**config.mk**
```make
export PLATFORM = sky130hd
export DESIGN_NAME = top_k_index_select_core
export DESIGN_NICKNAME = d
export VERILOG_FILES = /design/src/rtl/tkis_pkg.sv /design/src/rtl/tkis_cell.sv /design/src/rtl/top_k_index_select_core.sv
export SDC_FILE = /design/constraint.sdc
export NUM_CORES = 2
export LEC_CHECK = 0
export ABC_AREA = 0
export BUFFER_PORTS_ARGS = -buffer_cell sky130_fd_sc_hd__clkbuf_2
export CAP_MARGIN = 30
export CORE_UTILIZATION = 45
export CTS_CLUSTER_DIAMETER = 80
export DETAILED_ROUTE_END_ITERATION = 12
export GPL_TIMING_DRIVEN = 0
export PLACE_DENSITY_LB_ADDON = 0.15
export SLEW_MARGIN = 15
export SYNTH_ARGS = -nofsm -noshare
export SYNTH_HDL_FRONTEND = slang
export SYNTH_SLANG_ARGS = --single-unit
```
**constraint.sdc**
```tcl
create_clock -name clock -period 10.8 [get_ports clock]
set_input_delay 2.16 -clock clock [delete_from_list [all_inputs] [get_ports clock]]
set_output_delay 2.16 -clock clock [all_outputs]
set_load 0.1 [all_outputs]
```
**src/rtl/tkis_pkg.sv**
```systemverilog
// tkis_pkg: shared types and fixed field widths for the top-k index selector.
// Depends on nothing; imported by tkis_cell and top_k_index_select_core.
`default_nettype none

package tkis_pkg;

   localparam int VAL_W = 32;   // sample width, signed Q16.16
   localparam int POS_W = 12;   // reported position width
   localparam int TC_W  = 5;    // top_count register width

   // One kept list entry: value and its arrival position
   typedef struct packed {
      logic signed [VAL_W-1:0] value;
      logic [POS_W-1:0]        position;
   } entry_type;

   typedef enum logic {
      ST_IDLE,
      ST_DRAIN
   } state_type;

endpackage

`default_nettype wire

```
**src/rtl/tkis_cell.sv**
```systemverilog
// tkis_cell: one compare-and-shift cell of the sorted top-k chain.
// Depends on tkis_pkg (entry_type, VAL_W, POS_W).
`default_nettype none

module tkis_cell
   import tkis_pkg::*;
(
   input  wire logic      clock,
   input  wire logic      ins_en,     // insert new entry this cycle
   input  wire logic      drain_en,   // shift toward the head this cycle
   input  wire logic      valid,      // this cell holds a kept entry
   input  wire entry_type new_entry,
   input  wire logic      up_gt,      // neighbor nearer the head also loses to new entry
   input  wire entry_type up_entry,
   input  wire entry_type dn_entry,
   output logic           gt,
   output entry_type      entry
);

   entry_type entry_ff;
   entry_type entry_in;

   // Strict compare: equal values keep the earlier arrival ahead
   assign gt    = !valid || ($signed(new_entry.value) > $signed(entry_ff.value));
   assign entry = entry_ff;

   always_comb begin
      entry_in = entry_ff;
      if (ins_en) begin
         if (gt && !up_gt) begin
            entry_in = new_entry;
         end else if (gt) begin
            entry_in = up_entry;
         end
      end else if (drain_en) begin
         entry_in = dn_entry;
      end
   end

   always_ff @(posedge clock) begin
      entry_ff <= entry_in;
   end

endmodule

`default_nettype wire

```
**src/rtl/top_k_index_select_core.sv**
```systemverilog
// top_k_index_select_core: streaming top-k position selector, top level.
// Depends on tkis_pkg and tkis_cell.
//
//   channel   ports                                   handshake
//   --------  --------------------------------------  ------------------------------
//   request   req_sample_value, req_is_last           start high, busy low
//   response  rsp_position, rsp_last_of_run           rsp_valid strobe, one cycle
//   csr       csr_write_data (top_count)              csr_write_en, no wait
//
// Samples are taken one per cycle while idle: each enters the chain of cells
// in the cycle it is accepted. The transaction marked last makes the block
// busy until the chain has shifted out n = min(top_count, MAX_TOP, samples
// kept) positions, one per cycle, largest value first. Reset (synchronous,
// active high) empties the list, zeroes the arrival count and sets
// top_count to 1. The receiver cannot stall: each result is shown for
// exactly one cycle.
`default_nettype none

module top_k_index_select_core
   import tkis_pkg::*;
#(
   parameter int MAX_TOP    = 16,
   parameter int MAX_LENGTH = 4096
) (
   input  wire logic                    clock,
   input  wire logic                    reset,
   input  wire logic                    start,
   output logic                         busy,
   input  wire logic signed [VAL_W-1:0] req_sample_value,
   input  wire logic                    req_is_last,
   output logic                         rsp_valid,
   output logic [POS_W-1:0]             rsp_position,
   output logic                         rsp_last_of_run,
   input  wire logic                    csr_write_en,
   input  wire logic [TC_W-1:0]         csr_write_data
);

   localparam int CW    = $clog2(MAX_TOP + 1);       // kept count width
   localparam int MW    = (CW > TC_W) ? CW : TC_W;   // width for count compares
   localparam int CNT_W = $clog2(MAX_LENGTH);        // arrival counter width

   state_type        state_ff, state_in;
   logic [TC_W-1:0]  top_count_ff;
   logic [CW-1:0]    kept_ff, kept_in;
   logic [CW-1:0]    rem_ff, rem_in;
   logic [CNT_W-1:0] arrival_ff, arrival_in;

   logic             accept;
   logic             drain_en;
   logic [CW-1:0]    kept_next;
   logic [MW-1:0]    want;
   logic [MW-1:0]    kept_ext;
   logic [CW-1:0]    run_results;
   logic [POS_W-1:0] arrival_pos;
   entry_type        new_entry;

   logic             gt_w    [MAX_TOP];
   entry_type        entry_w [MAX_TOP];

   assign accept = start && !busy;

   // Map the wrapped arrival count onto the position field
   generate
      if (CNT_W >= POS_W) begin : g_pos_trunc
         assign arrival_pos = arrival_ff[POS_W-1:0];
      end else begin : g_pos_ext
         assign arrival_pos = {{(POS_W - CNT_W){1'b0}}, arrival_ff};
      end
   endgenerate

   assign new_entry.value    = req_sample_value;
   assign new_entry.position = arrival_pos;

   // List grows until full; a full list keeps its size on every insert
   assign kept_next = (kept_ff < CW'(MAX_TOP)) ? kept_ff + CW'(1) : kept_ff;

   // Results for this run: top_count saturated to MAX_TOP, capped by kept size
   assign want        = (MW'(top_count_ff) > MW'(MAX_TOP)) ? MW'(MAX_TOP)
                                                           : MW'(top_count_ff);
   assign kept_ext    = MW'(kept_next);
   assign run_results = (want < kept_ext) ? CW'(want) : kept_next;

   // Chain of cells, head (largest) at index 0
   generate
      for (genvar i = 0; i < MAX_TOP; i++) begin : g_cell
         logic      up_gt;
         entry_type up_entry;
         entry_type dn_entry;

         if (i == 0) begin : g_head
            assign up_gt    = 1'b0;
            assign up_entry = new_entry;
         end else begin : g_body
            assign up_gt    = gt_w[i-1];
            assign up_entry = entry_w[i-1];
         end

         if (i == MAX_TOP - 1) begin : g_tail
            assign dn_entry = entry_w[i];
         end else begin : g_mid
            assign dn_entry = entry_w[i+1];
         end

         tkis_cell u_cell (
            .clock     (clock),
            .ins_en    (accept),
            .drain_en  (drain_en),
            .valid     (kept_ff > CW'(i)),
            .new_entry (new_entry),
            .up_gt     (up_gt),
            .up_entry  (up_entry),
            .dn_entry  (dn_entry),
            .gt        (gt_w[i]),
            .entry     (entry_w[i])
         );
      end
   endgenerate

   // Register write: top_count
   always_ff @(posedge clock) begin
      if (reset) begin
         top_count_ff <= TC_W'(1);
      end else if (csr_write_en) begin
         top_count_ff <= csr_write_data;
      end
   end

   always_ff @(posedge clock) begin
      if (reset) begin
         state_ff   <= ST_IDLE;
         kept_ff    <= '0;
         rem_ff     <= '0;
         arrival_ff <= '0;
      end else begin
         state_ff   <= state_in;
         kept_ff    <= kept_in;
         rem_ff     <= rem_in;
         arrival_ff <= arrival_in;
      end
   end

   always_comb begin
      state_in   = state_ff;
      kept_in    = kept_ff;
      rem_in     = rem_ff;
      arrival_in = arrival_ff;
      busy       = 1'b0;
      drain_en   = 1'b0;
      unique case (state_ff)
         ST_IDLE: begin
            if (start) begin
               kept_in = kept_next;
               if (req_is_last) begin
                  // Latch the result count and restart numbering for the next run
                  rem_in     = run_results;
                  arrival_in = '0;
                  state_in   = ST_DRAIN;
               end else if (arrival_ff == CNT_W'(MAX_LENGTH - 1)) begin
                  arrival_in = '0;
               end else begin
                  arrival_in = arrival_ff + CNT_W'(1);
               end
            end
         end
         ST_DRAIN: begin
            busy     = 1'b1;
            drain_en = (rem_ff != '0);
            if (drain_en) begin
               rem_in = rem_ff - CW'(1);
            end
            // Drop the list once the final position leaves
            if (rem_ff <= CW'(1)) begin
               kept_in  = '0;
               state_in = ST_IDLE;
            end
         end
         default: begin
            state_in = ST_IDLE;
         end
      endcase
   end

   // Head of the chain is the next position out
   assign rsp_valid       = drain_en;
   assign rsp_position    = entry_w[0].position;
   assign rsp_last_of_run = (rem_ff == CW'(1));

   // Results only appear while a run is draining
   a_rsp_in_drain: assert property (@(posedge clock) disable iff (reset)
      rsp_valid |-> busy)
      else $error("result strobe outside drain");

   // The flagged result ends the run
   a_last_ends_run: assert property (@(posedge clock) disable iff (reset)
      (rsp_valid && rsp_last_of_run) |=> !busy)
      else $error("block still busy after final result");

   // A run-ending transaction always enters the drain phase
   a_last_starts_drain: assert property (@(posedge clock) disable iff (reset)
      (start && !busy && req_is_last) |=> busy)
      else $error("last sample did not start drain");

   // Kept size never exceeds the chain length
   a_kept_bound: assert property (@(posedge clock) disable iff (reset)
      kept_ff <= CW'(MAX_TOP))
      else $error("kept count beyond chain length");

endmodule

`default_nettype wire
```
### After elaboration in Yosys (flattened, before gate mapping)

Index checks and enable logic that the tools add are counted.
Widths: inputs -> output; s select.

| operators by class | value |
|---|---|
| $add $sub $neg | 3 |
| equality and inequality tests | 21 |
| order comparisons | 36 |
| bitwise logic cells | 1 |
| reductions and logical operators | 86 |
| mux-type cells | 79 |

Operator list:

| operator | count |
|---|---|
| $mux 44 | 61 |
| $gt 32x32->1 | 16 |
| $ne 3x1->1 const B | 14 |
| $gt 5x4->1 const B | 8 |
| $mux 5 | 8 |
| $reduce_and 2->1 | 18 |
| $logic_not 1->1 | 32 |
| $mux 12 | 2 |
| $gt 5x3->1 const B | 4 |
| $pmux 5 s2 | 2 |
| $logic_and 1x1->1 | 16 |
| $logic_or 1x1->1 | 16 |
| $add 12x1->12 const B | 1 |
| $eq 12x12->1 const B | 1 |
| $gt 5x1->1 const B | 2 |
| $gt 5x2->1 const B | 2 |
| $ne 2x1->1 const B | 3 |
| $add 5x1->5 const B | 1 |
| $eq 5x1->1 const B | 1 |
| $gt 5x5->1 const B | 1 |
| $le 5x1->1 const B | 1 |
| $lt 5x5->1 | 1 |
| $lt 5x5->1 const B | 1 |
| $mux 1 | 5 |
| 7 further kinds | 9 |

| storage, ports and cells | value |
|---|---|
| input port bits | 42 |
| word-level logic and storage cells | 263 |
| register bits | 732 |
| output and inout bits | 15 |

### Logic depth before layout (Yosys ltp)

| logic depth | value |
|---|---|
| depth after elaboration | 7 |
| gate-level depth with buffers | 15 |
| depth with buffers taken out | 11 |

### Cells and area by module

A second synthesis with hierarchy kept.

| second synthesis, totals | value |
|---|---|
| cell total of the unflattened synthesis | 7,026 |
| area, all modules | 64,623.2 sq um |

By module, submodules not included:

| module | seq. area each (sq um) | cells an instance | instances | area an instance (sq um) |
|---|---|---|---|---|
| tkis_cell | 1,321.3 | 425 | 16 | 3,927.5 |
| top_k_index_select_core | 560.5 | 226 | 1 | 1,783.0 |

### Least setup slack after synthesis

OpenSTA, ideal clock, no wires.

| timing path | value |
|---|---|
| path kind | input to register |
| start | input req_sample_value[0] |
| end | register g_cell[1].u_cell.entry_ff, in the netlist g_cell[1].u_cell.entry[0], enable pin |
| data required time | 10.294 ns |
| stages | 12 |
| setup time | 0.506 ns |
| data arrival time | 7.299 ns |
| path slack | 2.995 ns |
| path through | inv_1 ha_1 nor2b_1 o211ai_1 a2111oi_0 o31a_1 nor4_1 or2_2 clkbuf_1 clkbuf_1 buf_1 o21ai_0 |

| on the way | value |
|---|---|
| word-level cells in the longest chain between the ends | 6 |
| elaborated cells on any way between the ends | 8 |
| those cells by class | order compare: 2; eq/ne: 1; reduce/logical: 5 |

Ends and longest elaborated chain:

| element | RTL line | text |
|---|---|---|
| start, declared | top_k_index_select_core.sv:29 | `input wire logic signed [VAL_W-1:0] req_sample_value,` |
| $gt 32x32->1 | tkis_cell.sv:24 | `assign gt = !valid \|\| ($signed(new_entry.value) > $signed(entry_ff.value));` |
| $logic_or 1x1->1 | tkis_cell.sv:24 |  |
| $logic_not 1->1 | tkis_cell.sv:30 | `if (gt && !up_gt) begin` |
| $logic_and 1x1->1 | tkis_cell.sv:30 |  |
| $ne 3x1->1 (no line) (*) | n/a |  |
| $reduce_and 2->1 (no line) (*) | n/a |  |
| end signal, assigned | tkis_cell.sv:41 | `entry_ff <= entry_in;` |
| end, declared | tkis_cell.sv:20 | `entry_type entry_ff;` |

Every way passes the cells marked *; elsewhere a longest branch is shown, timed or not.
A chain may end at the register's enable or synchronous reset.

### Final worst setup path

| timing path | value |
|---|---|
| start | input req_sample_value[15] |
| end | register g_cell[2].u_cell.entry_ff, in the netlist g_cell[2].u_cell.entry[17], enable pin |

| on the way | value |
|---|---|
| word-level cells in the longest chain between the ends | 6 |
| elaborated cells on any way between the ends | 8 |
| those cells by class | order compare: 2; eq/ne: 1; reduce/logical: 5 |

Ends and longest elaborated chain:

| element | RTL line |
|---|---|
| $gt 32x32->1 | tkis_cell.sv:24 |
| $logic_or 1x1->1 | tkis_cell.sv:24 |
| $logic_not 1->1 | tkis_cell.sv:30 |
| $logic_and 1x1->1 | tkis_cell.sv:30 |
| $ne 3x1->1 (no line) (*) | n/a |
| $reduce_and 2->1 (no line) (*) | n/a |
| end signal, assigned | tkis_cell.sv:41 |
| end, declared | tkis_cell.sv:20 |

Marked as above.

==> run_results.csv <==
group,metric,value,unit
global_routing,grt_use_total,33.3,%
clocking,clk_pin_slew_worst_paths,0.06,ns
yosys,synth.most_common_cell,"edfxtp_1",
yosys,syn_nets,6002,
floorplanning,dieWidth,342,um
critical_path,reg2regPathDepth,13,
critical_path,slowest_delay,0.95,ns
timing,relSlewSlack,22.3,%
floorplanning,initial_core_util,45.5,%
timing,finalCritPeriodShare,64.0,%
yosys,synth_top_cell_by_area,"edfxtp_1",
critical_path,worstReg2RegStart,"g_cell[2].u_cell.entry[27]",
clocking,cts_tree,"done",
floorplanning,die_h,342,um
yosys,syn_inst,5436,
layout,fin_util,50.6,%
critical_path,arrival,7.29,ns
job,drv_cap,0,
clocking,cts-htree-levels,3,
timing,worst_slew_pin_slew,1.15,ns
min_path,hold_path_class,"reg2reg",
clocking,root_buffer,"clkbuf_16",
clocking,clock_sinks,732,
drt,ant_nets,0,
drt,routed_wl,201000,um
min_path,min-delay-start,"top_count_ff[3]",
yosys,synthTopCellsByArea,"edfxtp_1, ha_1, a221o_1, a211oi_1, inv_1",
yosys,synth_seq_cells,732,
yosys,synthDistinctLibCells,76,
yosys,yosys_warnings,0,
drt,vias,47600,
drt,drc,0,
min_path,hold_depth,2,
timing,hold_viol,0,
power_and_ir_drop,power.density,167,mW/mm2
power_and_ir_drop,power.leakage,22.9,nW
layout,area_growth,11.1,%
timing,finalClockSkew,0.0187,ns
placed_design,hpwl,159000,um
critical_path,r2r_end,"g_cell[2].u_cell.entry[17]",
clocking,cts_hold_buf,0,
yosys,synth_ff_type,"edfxtp_1",
critical_path,worstPathRequired,11.17,ns
layout,fill_cells,10800,
timing,setup_viol,0,
drt,drt_iter0_markers,5817,
floorplanning,ios,57,
yosys,synth.yosys.seq_area_share,41.6,%
placed_design,port_buffers,55,
drt,drt_pass1_iterations,8,
yosys,synth_common_cells,"edfxtp_1, ha_1, inv_1",
global_routing,grt_max_degree,27,
yosys,avgSynthCellArea,9.58,um2
global_routing,grt_pass1_wl,291000,um
critical_path,crit_fanout,26,
yosys,netlist.area_leader.share,40.6,%
global_routing,grt_pass1_vias,44800,
critical_path,slowest_stage,"nor4b_1",
yosys,synth_edf_count,704,
power_and_ir_drop,peakVddDrop,0.125,mV
global_routing,overflow,0,
clocking,postCtsSetupRepairBufs,0,
clocking,cts_buffers,88,
critical_path,critPathLaunchType,"input port",
min_path,holdPathEnd,"top_count_ff[3]",
drt,viasPerCell,6.61,
placed_design,globalplace.congestion,0.971,
drt,detail_route.wl_per_cell,27.9,um
layout,layout-drive-gt1-share,7.05,%
outcome,outcome,"complete, no violations",
floorplanning,core_area,0.115,mm2
clocking,cts_buffer_depth,3,
critical_path,regToRegSetupSlack,5.61,ns
critical_path,cp_cell_sequence,"clkbuf_2 -> ha_1 -> nand4_1 -> nor4b_1 -> o21ai_0 -> o211ai_1 -> a2111o_1 -> o211a_1 -> clkbuf_1 -> buf_1 -> o21ai_0 -> nand2_2 -> buf_12",
timing,max_freq,0.145,GHz
timing,post-route-min-period,6.92,ns
global_routing,antenna_found_initial,10,
critical_path,cp-startpoint,"req_sample_value[15]",
layout,fin_nets,6183,
power_and_ir_drop,finalPower,9.64,mW
critical_path,end_kind,"flop",
clocking,insertion_delay,0.69,ns
timing,rsz0062_at_grt,"no",
critical_path,crit_type,"in2reg",
floorplanning,dieArea,0.117,mm2
clocking,ctsResizeCount,0,
timing,drv_slew,0,
yosys,ys_async_sr_fraction,0,%
floorplanning,fp-row-count,124,
critical_path,path_common_cell,"o21ai_0",
yosys,syn_area,0.0521,mm2
## how the worst max path moves through the flow
stage	endpoint	slack, ns	cells past startpoint
after floorplan	g_cell[1].u_cell.entry[0]	2.99	12
after global placement	g_cell[1].u_cell.entry[16]	-0.84	13
after detailed placement	g_cell[2].u_cell.entry[17]	3.52	13
after CTS	g_cell[2].u_cell.entry[17]	4.24	13
after global routing	g_cell[2].u_cell.entry[17]	3.88	13
final	g_cell[2].u_cell.entry[17]	3.88	13
## flip-flops by register name (all words and copies together), names as in the netlist
name,flops
arrival_ff,12
g_cell.u_cell.entry,704
kept_ff,5
rem_ff,5
state_ff,1
top_count_ff,5
## metal layers
layer  global-route usage (%)  wire, um  up-vias
li1                         -         -    21300
met4                     13.7      8070        6
met3                     6.44     20000      408
met2                     50.5     87800     2517
met1                     46.4     85100    23400
met5                        0        39        -
## power breakdown
part / switching (mW) / internal [mW] / leakage, nW / total [mW]
clock network: 1.31 / 1.77 / 1.39 / 3.08
logic: 1.65 / 0.904 / 14.4 / 2.55
registers: 0.314 / 3.70 / 7.13 / 4.01
## layout by cell type (no fill, tap or decap), drive strengths merged, types with 67 or more instances in the layout
cell / instances
nand2: 343
o211ai: 67
o21ai: 213
or3: 92
a31oi: 198
ha: 524
nand3: 308
nor2: 304
a211oi: 271
a21oi: 308
inv: 527
edfxtp: 704
clkbuf: 523
buf: 159
a221o: 367
nand4: 149
## kinds of logic (layout without fill, tap and decap cells)
| kind of cell | Yosys count | after routing | synth area share, % |
|---|---|---|---|
| AOI/OAI and AO/OA | 1717 | 1717 | 24.0 |
| and+or+nand+nor | 1394 | 1394 | 12.9 |
| buffers and inverters | 1008 | 1256 | 7.56 |
| DFF | 732 | 732 | 41.6 |
| adders and majority gates | 524 | 524 | 12.6 |
| muxes | 50 | 50 | 1.07 |
| xor gates and xnor gates | 11 | 11 | 0.185 |
| other | 0 | 4 | 0 |
## layout make-up
type,count,area [um2],area share (%)
timing repair buffer,91,873,1.51
inverter,525,1970,3.40
sequential,732,21700,37.5
tap,1512,1890,3.27
clock inverter,48,485,0.839
clock buffer,109,2340,4.05
antenna,4,10.0,0.0173
multi-input combinational,3696,26600,46.0
buffer,483,1980,3.41
## worst max-delay path, delay by kind of cell
kind                     cells  cell delay (ns)
buffers and inverters        4             1.64
AO/OA/AOI/OAI                5             1.24
AND/OR/NAND/NOR              3             1.65
adder cells (fa/ha/maj)      1             0.54
## stage by stage
step | hold slack (ns) | TNS (ns) | setup WS (ns) | std cells | area (um2)
5_1_grt | 0.516 | 0 | 3.88 | 7196 | 57900
2_1_floorplan | 0.452 | 0 | 2.99 | 5436 | 52100
3_5_place_dp | 0.473 | 0 | 3.52 | 7034 | 55000
4_1_cts | 0.487 | 0 | 4.24 | 7191 | 57800
3_3_place_gp | 0.467 | -134.13 | -0.841 | 7003 | 54300
6_report | 0.484 | 0 | 3.88 | 7200 | 57900
Note: power is estimated with default switching activity, not from simulation.
